`config.mk`:
```
export PLATFORM = sky130hd
export DESIGN_NAME = stereo_rms_level_meter_unit
export DESIGN_NICKNAME = d
export VERILOG_FILES = /design/src/hw/rtl/srlm_pkg.sv /design/src/hw/rtl/stereo_rms_level_meter_unit.sv /design/src/hw/rtl/srlm_history.sv
export SDC_FILE = /design/constraint.sdc
export NUM_CORES = 2
export LEC_CHECK = 0
export ABC_CLOCK_PERIOD_IN_PS = 23000
export BUFFER_PORTS_ARGS = -buffer_cell sky130_fd_sc_hd__buf_2
export CAP_MARGIN = 25
export CORE_MARGIN = 1.5
export CORE_UTILIZATION = 30
export DETAILED_ROUTE_END_ITERATION = 10
export HOLD_SLACK_MARGIN = 0.06
export PLACE_DENSITY = 0.46
export SLEW_MARGIN = 10
export SYNTH_ARGS = -nofsm -noshare
export SYNTH_HDL_FRONTEND = slang
export SYNTH_SLANG_ARGS = --single-unit
```
`constraint.sdc`:
```
create_clock -name clk_i -period 23 [get_ports clk_i]
set_input_delay 1.15 -clock clk_i [delete_from_list [all_inputs] [get_ports clk_i]]
set_output_delay 1.15 -clock clk_i [all_outputs]
set_load 0.05 [all_outputs]
```
`src/hw/rtl/srlm_pkg.sv`:
```
`timescale 1ns / 1ps

package srlm_pkg;

  localparam int BUF_FRAMES_DEF = 512;
  localparam int HIST_DEPTH_DEF = 256;

  localparam int SAMPLE_W = 16;
  localparam int LEVEL_W  = 15;
  localparam int SLOT_W   = 8;
  localparam int WEIGHT_W = 17;

  localparam logic [WEIGHT_W-1:0] SMOOTH_WEIGHT_RST = 17'd4588;
  localparam logic [WEIGHT_W-1:0] WEIGHT_ONE        = 17'h10000;

  localparam logic CMD_FRAME = 1'b0;
  localparam logic CMD_READ  = 1'b1;

  typedef struct packed {
    logic                       command;
    logic signed [SAMPLE_W-1:0] left_sample;
    logic signed [SAMPLE_W-1:0] right_sample;
    logic                       last_frame;
    logic [SLOT_W-1:0]          read_slot;
  } srlm_in_t;

  typedef struct packed {
    logic               is_read_reply;
    logic [LEVEL_W-1:0] level;
    logic [SLOT_W-1:0]  slot;
  } srlm_out_t;

endpackage

```
`src/hw/rtl/stereo_rms_level_meter_unit.sv`:
```
`timescale 1ns / 1ps

// Stereo RMS level meter. Each input word is a stereo sample frame or a
// history read. A frame adds the squares of both samples to a running sum;
// once BUF_FRAMES frames are counted, further frames are dropped. A frame
// marked last closes the buffer: a restoring divider forms the mean square
// one bit per cycle over the sum width, a bit-pair square root follows, and
// two passes through the shared multiplier smooth the level before the new
// volume word is loaded into the output register and written to the history
// ring. A read passes through the registered memory read before its reply
// is loaded into the output register. One shared multiplier serves the
// squares and the smoothing step.
// The input side is stalled whenever the sequencer is busy. The output
// register holds one result word; while the receiver stalls it, the block
// keeps taking frames that give no result and waits only when a new result
// is ready. Reset clears the sum, count, volume, history and write slot and
// restores the smoothing weight to 4588; no clearing pass is needed.
module stereo_rms_level_meter_unit
  import srlm_pkg::*;
#(
  parameter int BUF_FRAMES = BUF_FRAMES_DEF,
  parameter int HIST_DEPTH = HIST_DEPTH_DEF
) (
  input  logic                clk_i,
  input  logic                rst_ni,
  input  logic                cfg_we_i,
  input  logic [WEIGHT_W-1:0] cfg_wdata_i,
  input  logic                in_valid_i,
  output logic                in_stall_o,
  input  srlm_in_t            in_data_i,
  output logic                out_valid_o,
  input  logic                out_stall_i,
  output srlm_out_t           out_data_o
);

  localparam int CNT_W     = $clog2(BUF_FRAMES + 1);
  localparam int SUM_W     = 31 + CNT_W;
  localparam int DIV_W     = CNT_W + 1;
  localparam int QUO_W     = 32;
  localparam int ROOT_W    = 16;
  localparam int REM_W     = ROOT_W + 2;
  localparam int STEP_W    = $clog2(SUM_W + 1);
  localparam int MUL_A_W   = 17;
  localparam int MUL_B_W   = 16;
  localparam int PROD_W    = 32;

  typedef enum logic [9:0] {
    ST_IDLE   = 10'b0000000001,
    ST_SQ_L   = 10'b0000000010,
    ST_SQ_R   = 10'b0000000100,
    ST_SQ_ADD = 10'b0000001000,
    ST_DIV    = 10'b0000010000,
    ST_SQRT   = 10'b0000100000,
    ST_MUL_A  = 10'b0001000000,
    ST_MUL_B  = 10'b0010000000,
    ST_EMIT   = 10'b0100000000,
    ST_RD_OUT = 10'b1000000000
  } state_e;

  state_e                 state_q, state_d;
  logic [WEIGHT_W-1:0]    weight_q;
  logic [SUM_W-1:0]       sum_q, sum_d;
  logic [CNT_W-1:0]       count_q, count_d;
  logic [LEVEL_W-1:0]     vol_q, vol_d;
  logic [SAMPLE_W-1:0]    abs_l_q, abs_r_q;
  logic                   last_q;
  logic [SLOT_W-1:0]      rd_slot_q;
  logic [PROD_W-1:0]      prod_q, prod_d;
  logic [DIV_W-1:0]       rem_q, rem_d;
  logic [QUO_W-1:0]       quo_q, quo_d;
  logic [REM_W-1:0]       sr_q, sr_d;
  logic [ROOT_W-1:0]      root_q, root_d;
  logic [STEP_W-1:0]      step_q, step_d;
  logic                   out_valid_q, out_valid_d;
  srlm_out_t              out_data_q, out_data_d;

  logic                   in_accept;
  logic                   out_free;
  logic                   count_full;
  logic [SAMPLE_W-1:0]    abs_l, abs_r;
  logic [MUL_A_W-1:0]     mul_a;
  logic [MUL_B_W-1:0]     mul_b;
  logic [PROD_W-1:0]      mul_p;
  logic [WEIGHT_W-1:0]    w_sat, w_comp;
  logic [DIV_W-1:0]       divisor;
  logic [DIV_W:0]         rem_sh;
  logic [REM_W+1:0]       sr_sh, trial;
  logic [PROD_W-1:0]      acc;
  logic                   hist_wr_en;
  logic                   hist_rd_en;
  logic [SLOT_W-1:0]      hist_wr_slot;
  logic [LEVEL_W-1:0]     hist_rd_level;

  assign in_stall_o = (state_q != ST_IDLE);
  assign in_accept  = in_valid_i && !in_stall_o;
  assign out_free   = !out_valid_q || !out_stall_i;
  assign count_full = (count_q == CNT_W'(BUF_FRAMES));

  assign abs_l = in_data_i.left_sample[SAMPLE_W-1]
               ? (~in_data_i.left_sample + SAMPLE_W'(1)) : in_data_i.left_sample;
  assign abs_r = in_data_i.right_sample[SAMPLE_W-1]
               ? (~in_data_i.right_sample + SAMPLE_W'(1)) : in_data_i.right_sample;

  assign w_sat  = weight_q[WEIGHT_W-1] ? WEIGHT_ONE : weight_q;
  assign w_comp = WEIGHT_ONE - w_sat;

  always_comb begin
    mul_a = '0;
    mul_b = '0;
    unique case (state_q)
      ST_SQ_L: begin
        mul_a = MUL_A_W'(abs_l_q);
        mul_b = abs_l_q;
      end
      ST_SQ_R: begin
        mul_a = MUL_A_W'(abs_r_q);
        mul_b = abs_r_q;
      end
      ST_MUL_A: begin
        mul_a = w_comp;
        mul_b = MUL_B_W'(vol_q);
      end
      ST_MUL_B: begin
        mul_a = w_sat;
        mul_b = MUL_B_W'(root_q[ROOT_W-1:1]);
      end
      default: begin
        mul_a = '0;
        mul_b = '0;
      end
    endcase
  end

  assign mul_p = PROD_W'(mul_a) * PROD_W'(mul_b);
  assign acc   = prod_q + mul_p;

  assign divisor = {count_q, 1'b0};
  assign rem_sh  = {rem_q, sum_q[SUM_W-1]};
  assign sr_sh   = {sr_q, quo_q[QUO_W-1 -: 2]};
  assign trial   = (REM_W+2)'({root_q, 2'b01});

  always_comb begin
    state_d     = state_q;
    sum_d       = sum_q;
    count_d     = count_q;
    vol_d       = vol_q;
    prod_d      = prod_q;
    rem_d       = rem_q;
    quo_d       = quo_q;
    sr_d        = sr_q;
    root_d      = root_q;
    step_d      = step_q;
    out_valid_d = out_valid_q && out_stall_i;
    out_data_d  = out_data_q;
    hist_wr_en  = 1'b0;
    hist_rd_en  = 1'b0;

    unique case (state_q)
      ST_IDLE: begin
        if (in_accept) begin
          if (in_data_i.command == CMD_READ) begin
            hist_rd_en = 1'b1;
            state_d    = ST_RD_OUT;
          end else if (!count_full) begin
            count_d = count_q + CNT_W'(1);
            state_d = ST_SQ_L;
          end else if (in_data_i.last_frame) begin
            rem_d   = '0;
            quo_d   = '0;
            step_d  = STEP_W'(SUM_W - 1);
            state_d = ST_DIV;
          end
        end
      end
      ST_SQ_L: begin
        prod_d  = mul_p;
        state_d = ST_SQ_R;
      end
      ST_SQ_R: begin
        sum_d   = sum_q + SUM_W'(prod_q);
        prod_d  = mul_p;
        state_d = ST_SQ_ADD;
      end
      ST_SQ_ADD: begin
        sum_d = sum_q + SUM_W'(prod_q);
        if (last_q) begin
          rem_d   = '0;
          quo_d   = '0;
          step_d  = STEP_W'(SUM_W - 1);
          state_d = ST_DIV;
        end else begin
          state_d = ST_IDLE;
        end
      end
      ST_DIV: begin
        sum_d = sum_q << 1;
        if (rem_sh >= (DIV_W+1)'(divisor)) begin
          rem_d = DIV_W'(rem_sh - (DIV_W+1)'(divisor));
          quo_d = {quo_q[QUO_W-2:0], 1'b1};
        end else begin
          rem_d = DIV_W'(rem_sh);
          quo_d = {quo_q[QUO_W-2:0], 1'b0};
        end
        if (step_q == '0) begin
          sr_d    = '0;
          root_d  = '0;
          step_d  = STEP_W'(ROOT_W - 1);
          state_d = ST_SQRT;
        end else begin
          step_d = step_q - STEP_W'(1);
        end
      end
      ST_SQRT: begin
        quo_d = quo_q << 2;
        if (sr_sh >= trial) begin
          sr_d   = REM_W'(sr_sh - trial);
          root_d = {root_q[ROOT_W-2:0], 1'b1};
        end else begin
          sr_d   = REM_W'(sr_sh);
          root_d = {root_q[ROOT_W-2:0], 1'b0};
        end
        if (step_q == '0) begin
          state_d = ST_MUL_A;
        end else begin
          step_d = step_q - STEP_W'(1);
        end
      end
      ST_MUL_A: begin
        prod_d  = mul_p;
        state_d = ST_MUL_B;
      end
      ST_MUL_B: begin
        vol_d   = acc[16 +: LEVEL_W];
        state_d = ST_EMIT;
      end
      ST_EMIT: begin
        if (out_free) begin
          hist_wr_en               = 1'b1;
          out_valid_d              = 1'b1;
          out_data_d.is_read_reply = 1'b0;
          out_data_d.level         = vol_q;
          out_data_d.slot          = hist_wr_slot;
          count_d                  = '0;
          sum_d                    = '0;
          state_d                  = ST_IDLE;
        end
      end
      ST_RD_OUT: begin
        if (out_free) begin
          out_valid_d              = 1'b1;
          out_data_d.is_read_reply = 1'b1;
          out_data_d.level         = hist_rd_level;
          out_data_d.slot          = rd_slot_q;
          state_d                  = ST_IDLE;
        end
      end
      default: begin
        state_d = ST_IDLE;
      end
    endcase
  end

  always_ff @(posedge clk_i or negedge rst_ni) begin
    if (!rst_ni) begin
      state_q     <= ST_IDLE;
      weight_q    <= SMOOTH_WEIGHT_RST;
      sum_q       <= '0;
      count_q     <= '0;
      vol_q       <= '0;
      step_q      <= '0;
      out_valid_q <= 1'b0;
    end else begin
      state_q     <= state_d;
      sum_q       <= sum_d;
      count_q     <= count_d;
      vol_q       <= vol_d;
      step_q      <= step_d;
      out_valid_q <= out_valid_d;
      if (cfg_we_i) begin
        weight_q <= cfg_wdata_i;
      end
    end
  end

  always_ff @(posedge clk_i) begin
    prod_q     <= prod_d;
    rem_q      <= rem_d;
    quo_q      <= quo_d;
    sr_q       <= sr_d;
    root_q     <= root_d;
    out_data_q <= out_data_d;
    if (in_accept) begin
      abs_l_q   <= abs_l;
      abs_r_q   <= abs_r;
      last_q    <= in_data_i.last_frame;
      rd_slot_q <= in_data_i.read_slot;
    end
  end

  srlm_history #(
    .HIST_DEPTH(HIST_DEPTH)
  ) u_history (
    .clk_i      (clk_i),
    .rst_ni     (rst_ni),
    .wr_en_i    (hist_wr_en),
    .wr_level_i (vol_q),
    .wr_slot_o  (hist_wr_slot),
    .rd_en_i    (hist_rd_en),
    .rd_slot_i  (in_data_i.read_slot),
    .rd_level_o (hist_rd_level)
  );

  assign out_valid_o = out_valid_q;
  assign out_data_o  = out_data_q;

endmodule

```
`src/hw/rtl/srlm_history.sv`:
```
`timescale 1ns / 1ps

module srlm_history
  import srlm_pkg::*;
#(
  parameter int HIST_DEPTH = HIST_DEPTH_DEF
) (
  input  logic               clk_i,
  input  logic               rst_ni,
  input  logic               wr_en_i,
  input  logic [LEVEL_W-1:0] wr_level_i,
  output logic [SLOT_W-1:0]  wr_slot_o,
  input  logic               rd_en_i,
  input  logic [SLOT_W-1:0]  rd_slot_i,
  output logic [LEVEL_W-1:0] rd_level_o
);

  localparam int HIST_AW = $clog2(HIST_DEPTH);

  logic [LEVEL_W-1:0] mem [HIST_DEPTH];
  logic [HIST_AW-1:0] wr_ptr_q, wr_ptr_d;
  logic               wrapped_q, wrapped_d;
  logic [LEVEL_W-1:0] rd_data_q;
  logic               rd_hit_q;
  logic [HIST_AW-1:0] rd_addr;
  logic               rd_in_range;
  logic               rd_hit;

  // Entries are written in ring order from slot zero, so an entry holds data
  // once it lies below the write pointer or the ring has wrapped.
  assign rd_addr     = HIST_AW'(rd_slot_i);
  assign rd_in_range = {24'd0, rd_slot_i} < 32'(HIST_DEPTH);
  assign rd_hit      = rd_in_range && (wrapped_q || (rd_addr < wr_ptr_q));

  always_comb begin
    wr_ptr_d  = wr_ptr_q;
    wrapped_d = wrapped_q;
    if (wr_en_i) begin
      if (wr_ptr_q == HIST_AW'(HIST_DEPTH - 1)) begin
        wr_ptr_d  = '0;
        wrapped_d = 1'b1;
      end else begin
        wr_ptr_d = wr_ptr_q + HIST_AW'(1);
      end
    end
  end

  always_ff @(posedge clk_i or negedge rst_ni) begin
    if (!rst_ni) begin
      wr_ptr_q  <= '0;
      wrapped_q <= 1'b0;
    end else begin
      wr_ptr_q  <= wr_ptr_d;
      wrapped_q <= wrapped_d;
    end
  end

  always_ff @(posedge clk_i) begin
    if (wr_en_i) begin
      mem[wr_ptr_q] <= wr_level_i;
    end
    if (rd_en_i) begin
      rd_data_q <= mem[rd_addr];
      rd_hit_q  <= rd_hit;
    end
  end

  assign wr_slot_o  = SLOT_W'(wr_ptr_q);
  assign rd_level_o = rd_hit_q ? rd_data_q : '0;

endmodule
```
# Word-level counts from Yosys, hierarchy flattened
# Memories as Yosys holds them, arrays and structs flattened. A register that Yosys moved wholly into a read port is not among the register bits.
# Cells that the tools add are included.
totals:
  romBits: 0
  out_inout_bits: 26
  register_bits: 284
  ramBits: 3840
  latch_bits: 0
  memories: 1
  elab_cells: 156
memory_table:
  columns: ["name", "depth", "word_bits", "rd", "rd_clocked_by_memory_dff", "write_ports", "line", "rtl"]
  rows:
  - ["u_history.mem", 256, 15, 1, 1, 1, "srlm_history.sv:20", "logic [LEVEL_W-1:0] mem [HIST_DEPTH];"]
classes:
  n_addsub: 10
  shifts: 0
  mux: 63
  magnitude_cmp: 3
  bitwise: 2
  mul: 1
  div_mod_pow: 0
  eq_ne: 26
  n_reduce_logical: 26
ops:
  columns: ["operator", "n"]
  rows:
  - ["two-way mux 32 bit", 5]
  - ["one-hot mux 32 bit (4 select lines)", 1]
  - ["one-hot mux 41 bit (3 select lines)", 1]
  - ["two-way mux 10 bit", 11]
  - ["one-hot mux 10 bit (9 select lines)", 1]
  - ["one-hot mux 17 bit (4 select lines)", 1]
  - ["two-way mux 11 bit", 6]
  - ["one-hot mux 16 bit (4 select lines)", 1]
  - ["two-way mux 24 bit", 2]
  - ["one-hot mux 24 bit (2 select lines)", 1]
  - ["two-way mux 15 bit", 3]
  - ["two-way mux 6 bit", 7]
  - ["adder 41 x 32 -> 41 bit", 1]
  - ["two-way mux 41 bit", 1]
  - ["two-way mux 18 bit", 2]
  - ["one-hot mux 18 bit (2 select lines)", 1]
  - ["one-hot mux 11 bit (3 select lines)", 1]
  - ["adder 16 x 2 -> 16 bit (second input constant)", 2]
  - ["multiplier 17 x 16 -> 32 bit", 1]
  - ["inverter 16 bit", 2]
  - ["one-hot mux 16 bit (2 select lines)", 1]
  - ["adder 31 bit", 1]
  - ["one-hot mux 6 bit (4 select lines)", 1]
  - ["!= test 2 bit (second input constant)", 11]
  - ["43 further kinds", 66]

# Depth between registers and ports, before layout
logic_depth:
  depth_word: 6
  ltp_mapped: 44

# Hierarchy
# Synthesis repeated with hierarchy kept, for this count alone.
unflattened:
  cells_unflattened: 9241
  hier_area_um2: 172504.2
by_module_without_submodules:
  columns: ["mod", "instances", "cells_each", "area_each_um2"]
  rows:
  - ["srlm_history", 1, 6569, 147353.8]
  - ["stereo_rms_level_meter_unit", 1, 2672, 25150.4]

# Worst setup path before layout
# OpenSTA, ideal clock, no wires.
synth_path:
  path_type: "flip-flop to flip-flop"
  from: "register vol_q[7]"
  to: "register vol_q[13]"
  setup_slack_ns: 11.685
  t_arrival_ns: 11.175
  required_ns: 22.859
  stages_incl_launch_ff: 34
  cell_sequence: "dfrtp_1 a22oi_1 nand2_1 clkbuf_1 nand2_1 fa_1 inv_1 fa_1 inv_1 fa_1 inv_1 fa_1 fa_1 inv_1 fa_1 inv_1 ha_1 a21o_1 o21ai_0 a211oi_1 a21boi_0 o41ai_1 nand2b_1 a211oi_1 nor2_1 ha_1 a21oi_1 or3b_2 a31o_2 a21o_1 a21oi_1 o21ai_0 xnor2_1 o21ai_0"
synth_between:
  elab_chain_cells: 3
synth_rtl:
  columns: ["element", "line", "rtl"]
  rows:
  - ["start: declaration", "stereo_rms_level_meter_unit.sv:64", "logic [LEVEL_W-1:0] vol_q, vol_d;"]
  - ["start signal: assignment", "stereo_rms_level_meter_unit.sv:276", "vol_q <= vol_d;"]
  - ["one-hot mux 16 bit (4 select lines)", "stereo_rms_level_meter_unit.sv:110", "unique case (state_q)"]
  - ["multiplier 17 x 16 -> 32 bit", "stereo_rms_level_meter_unit.sv:134", "assign mul_p = PROD_W'(mul_a) * PROD_W'(mul_b);"]
  - ["via mul_p[23]", "stereo_rms_level_meter_unit.sv:83", "logic [PROD_W-1:0] mul_p;"]
  - ["adder 31 bit", "stereo_rms_level_meter_unit.sv:135", "assign acc = prod_q + mul_p;"]
# The timed path passes the listed nets, and every way through them passes these cells.
# A chain may end at the register's enable or synchronous reset.

# Final worst setup path
layout_path:
  from: "register state_q[5]"
  to: "register vol_q[13]"
layout_between:
  elab_chain_cells: 4
layout_rtl:
  columns: ["element", "line", "rtl"]
  rows:
  - ["start: declaration", "stereo_rms_level_meter_unit.sv:60", "state_e state_q, state_d;"]
  - ["start signal: assignment", "stereo_rms_level_meter_unit.sv:273", "state_q <= state_d;"]
  - ["== test 10 x 8 -> 1 bit (tied with other cells)", "stereo_rms_level_meter_unit.sv:110", null]
  - ["one-hot mux 17 bit (4 select lines) or one-hot mux 16 bit (4 select lines) (tied branches)", "stereo_rms_level_meter_unit.sv:110", null]
  - ["multiplier 17 x 16 -> 32 bit *", "stereo_rms_level_meter_unit.sv:134", null]
  - ["via mul_p[23]", "stereo_rms_level_meter_unit.sv:83", null]
  - ["adder 31 bit *", "stereo_rms_level_meter_unit.sv:135", null]
# Mark *: on every way through the listed nets, which the timed path passes. The rest lies on a longest branch.

==> qor.yml <==
power:
  static-leakage-power_nw: 69.8
  power_w: 0.0179
  worst_ir_drop_vdd_mv: 0.0667
  power_per_cell_area_nw_per_um2: 89.9
critical_path:
  crit_slowest_cell: "sky130_fd_sc_hd__nor3b_4"
  cp.required_ns: 23.89
  ff_to_ff_start: "state_q[5]"
  rrSetupSlack_ns: 11.42
  rr_endpoint: "vol_q[13]"
  cp-start-kind: "flip-flop"
  crit_end: "vol_q[13]"
  worstRegToRegCells: 34
  critical_path.endpoint_type: "flip-flop"
  crit_path_start: "state_q[5]"
  worstPathArrival_ns: 12.47
  critPathMaxStageDelay_ns: 0.87
  critical_path.most_common_cell: "sky130_fd_sc_hd__fa_1"
  critical_path.max_fanout: 18
  worstSetupPathType: "reg -> reg"
sta:
  max_clock_freq_mhz: 86.3
  fin_crit_ns: 11.58
  finalSetupTns_ns: 0
  skew_ns: 0.149
  hold_viol: 0
  setup_violations: 0
  finalMaxSlewViolations: 0
  crit_share_post_route_pct: 50.4
  actual_slew_at_the_worst_max_slew_pin_ns: 1.13
  rsz0062_at_grt: "no"
  max-slew-margin-rel_pct: 24.8
logic_synthesis:
  syn-num-nets: 8991
  synth_area_um2: 173000
  proportion_of_synthesized_chip_area_in_sequential_cells_pct: 71.7
  ys_dominant_reg_cell: "sky130_fd_sc_hd__edfxtp_1"
  yosysWarningCount: 0
  synthCells: 8508
  synth_cell_types: 87
  synth_async_sr_flop_share_pct: 2.63
  synth_edf_count: 4030
  postSynthAreaPerCell_um2: 20.3
  yosys_register_bits: 4139
floorplanning:
  io-pin-count: 90
  rows: 278
  initial_core_util_pct: 30.1
  area_of_the_core_um2: 573000
  floorplan.die_area_um2: 580000
  die_width_um: 761
  die_h_um: 761
clocking:
  numClockSinks: 4139
  post_cts_resized: 0
  clkLatencyLatePin_ns: 1.07
  path_clk_slew_ns: 0.06
  postCtsSetupBuffers: 0
  holdBufCountCts: 0
  tritoncts_clock_tree: "yes"
  cts_buffer_depth: 4
  cts_root_buffer: "sky130_fd_sc_hd__clkbuf_16"
  tritoncts.num_buffers: 451
  cts.htree.levels: 5
cells_and_area:
  fill_cells: 53300
  post_route_cells_drive_above_1_share_pct: 26.4
  seq_area_um2: 124000
  leading_cell_type_in_the_layout_fill_and_taps_excluded: "sky130_fd_sc_hd__edfxtp_1"
  flow.area_growth_from_synthesis_pct: 15.2
  commonest_cells_after_routing_fill_and_taps_aside: "4030 x sky130_fd_sc_hd__edfxtp_1, 1275 x sky130_fd_sc_hd__mux4_2, 516 x sky130_fd_sc_hd__nor2_1, 452 x sky130_fd_sc_hd__clkbuf_16, 389 x sky130_fd_sc_hd__buf_4"
  nets: 9535
  area_of_the_multi_input_gates_um2: 46100
drt:
  drt-total-wl_um: 494000
  num_vias: 86700
  first_pass_detailed_route_iteration_total: 5
  route.detailed.drc: 0
  ant_nets: 0
  avgViaCountPerCell: 5.10
  route.detailed.wl_per_inst_um: 29.1
  first_iter_violations: 8818
placed_design:
  dp_hpwl_um: 302000
  gp_congestion: 0.814
  port_buffers: 89
grt:
  overflow: 0
  first_global_vias: 89200
  grt_pass1_wl_um: 693000
  grt_start_max_net_pins: 190
  antenna_found_initial: 42
  track_usage_pct: 16.6
status:
  status: "finished, final reports clean"
hold_path:
  min-delay-path-class: "in -> async"
job:
  cap_viol_max_count: 0
power by group:
part | switching (W) | total (W) | internal, W
Clock | 0.00302 | 0.00696 | 0.00394
Sequential | 0.000223 | 0.00905 | 0.00883
Combinational | 0.00128 | 0.00185 | 0.000567
Total | 0.00453 | 0.0179 | 0.0133
metrics by stage:
stage / cells / hold WS [ns] / utilization, % / worst slack (ns) / instance area, um2
finish: 17000 / 0.131 / 34.7 / 11.42 / 199000
global route: 17000 / 0.118 / 34.7 / 10.77 / 199000
CTS: 17000 / 0.0611 / 34.6 / 11.39 / 199000
detailed placement: 16200 / 0.463 / 32.2 / 11.40 / 185000
global placement: 16100 / 0.459 / 32.1 / 11.32 / 184000
floorplan: 8508 / 0.431 / - / 11.68 / 173000
synth_stat cells, types with 11 or more instances:
| library cell | instances | area share [%] |
|---|---|---|
| sky130_fd_sc_hd__nor2b_1 | 20 | 0.073 |
| sky130_fd_sc_hd__nor2_1 | 540 | 1.2 |
| sky130_fd_sc_hd__mux4_2 | 1275 | 17 |
| sky130_fd_sc_hd__o21a_1 | 19 | 0.083 |
| sky130_fd_sc_hd__xnor2_1 | 87 | 0.44 |
| sky130_fd_sc_hd__buf_2 | 39 | 0.11 |
| sky130_fd_sc_hd__a31oi_1 | 11 | 0.040 |
| sky130_fd_sc_hd__o21ai_0 | 151 | 0.44 |
| sky130_fd_sc_hd__a21oi_1 | 147 | 0.43 |
| sky130_fd_sc_hd__fa_1 | 209 | 2.4 |
| sky130_fd_sc_hd__mux2i_1 | 20 | 0.12 |
| sky130_fd_sc_hd__nor3_1 | 39 | 0.11 |
| sky130_fd_sc_hd__a22oi_1 | 33 | 0.14 |
| sky130_fd_sc_hd__clkbuf_1 | 277 | 0.60 |
| sky130_fd_sc_hd__a211oi_1 | 16 | 0.070 |
| sky130_fd_sc_hd__buf_1 | 102 | 0.22 |
| sky130_fd_sc_hd__a21o_1 | 59 | 0.26 |
| sky130_fd_sc_hd__xor2_1 | 37 | 0.19 |
| sky130_fd_sc_hd__inv_1 | 332 | 0.72 |
| sky130_fd_sc_hd__nand3b_1 | 11 | 0.048 |
| sky130_fd_sc_hd__nand2_1 | 353 | 0.77 |
| sky130_fd_sc_hd__ha_1 | 210 | 1.5 |
| sky130_fd_sc_hd__nand2b_1 | 28 | 0.10 |
| sky130_fd_sc_hd__nor4_1 | 14 | 0.051 |
| sky130_fd_sc_hd__dfrtp_1 | 101 | 1.5 |
| sky130_fd_sc_hd__a221oi_1 | 16 | 0.081 |
| sky130_fd_sc_hd__a22o_1 | 38 | 0.19 |
| sky130_fd_sc_hd__edfxtp_1 | 4030 | 70 |
| sky130_fd_sc_hd__o31ai_1 | 11 | 0.048 |
| sky130_fd_sc_hd__mux2_2 | 14 | 0.091 |
| sky130_fd_sc_hd__nand3_1 | 66 | 0.19 |
| sky130_fd_sc_hd__or3_1 | 22 | 0.080 |
| sky130_fd_sc_hd__nand4_1 | 19 | 0.069 |
kinds of logic (layout without fill, tap and decap cells):
| group | Yosys count | in the layout | synth area share, % |
|---|---|---|---|
| other | 0 | 11 | 0 |
| and+or+nand+nor | 1176 | 1176 | 2.97 |
| DFF | 4139 | 4139 | 71.7 |
| buffers and inverters | 754 | 1669 | 1.67 |
| AOI/OAI and AO/OA | 586 | 586 | 2.21 |
| adders and majority gates | 419 | 419 | 3.95 |
| xor gates and xnor gates | 125 | 125 | 0.643 |
| muxes | 1309 | 1309 | 16.8 |
worst min-delay path by stage:
stage,to,slack (ns)
6_report,u_history.wr_slot_o[5],0.13
5_1_grt,u_history.wr_slot_o[5],0.12
4_1_cts,u_history.wr_slot_o[4],0.06
3_5_place_dp,u_history.wrapped_q,0.46
3_3_place_gp,u_history.wrapped_q,0.46
2_1_floorplan,u_history.wrapped_q,0.43
worst max-delay path, delay by kind of cell, from the launching register on:
family | cells | cell delay (ns)
fa+ha+maj | 8 | 3.74
compound gates | 12 | 3.46
simple gates | 9 | 3.20
flops | 1 | 0.47
buf+inv | 4 | 0.45
xor+xnor | 1 | 0.14
per-layer routing:
layer | vias to the layer above | GRT usage [%] | part of all wire, %
met5 | - | 0 | 0.019
met1 | 47600 | 24.1 | 45
met3 | 556 | 2.73 | 6.2
met2 | 2797 | 26.6 | 47
met4 | 8 | 3.19 | 1.9
li1 | 35700 | - | -
layout make-up:
type | count | area share (%)
Sequential cell | 4139 | 62.3
Inverter | 335 | 0.633
Tap cell | 7560 | 4.76
Clock buffer | 574 | 5.94
Clock inverter | 250 | 1.14
Multi-Input combinational cell | 3615 | 23.2
Timing Repair Buffer | 510 | 2.03
Antenna cell | 11 | 0.0139
sequential cells by signal, summed over array words and instances, names as in the netlist, 17 cells and up:
| signal | count |
|---|---|
| sum_q | 41 |
| weight_q | 17 |
| quo_q | 32 |
| sr_q | 18 |
| prod_q | 32 |
| out_data_o | 24 |
| u_history.mem | 3840 |
Note: power is estimated with default switching activity, not from simulation.
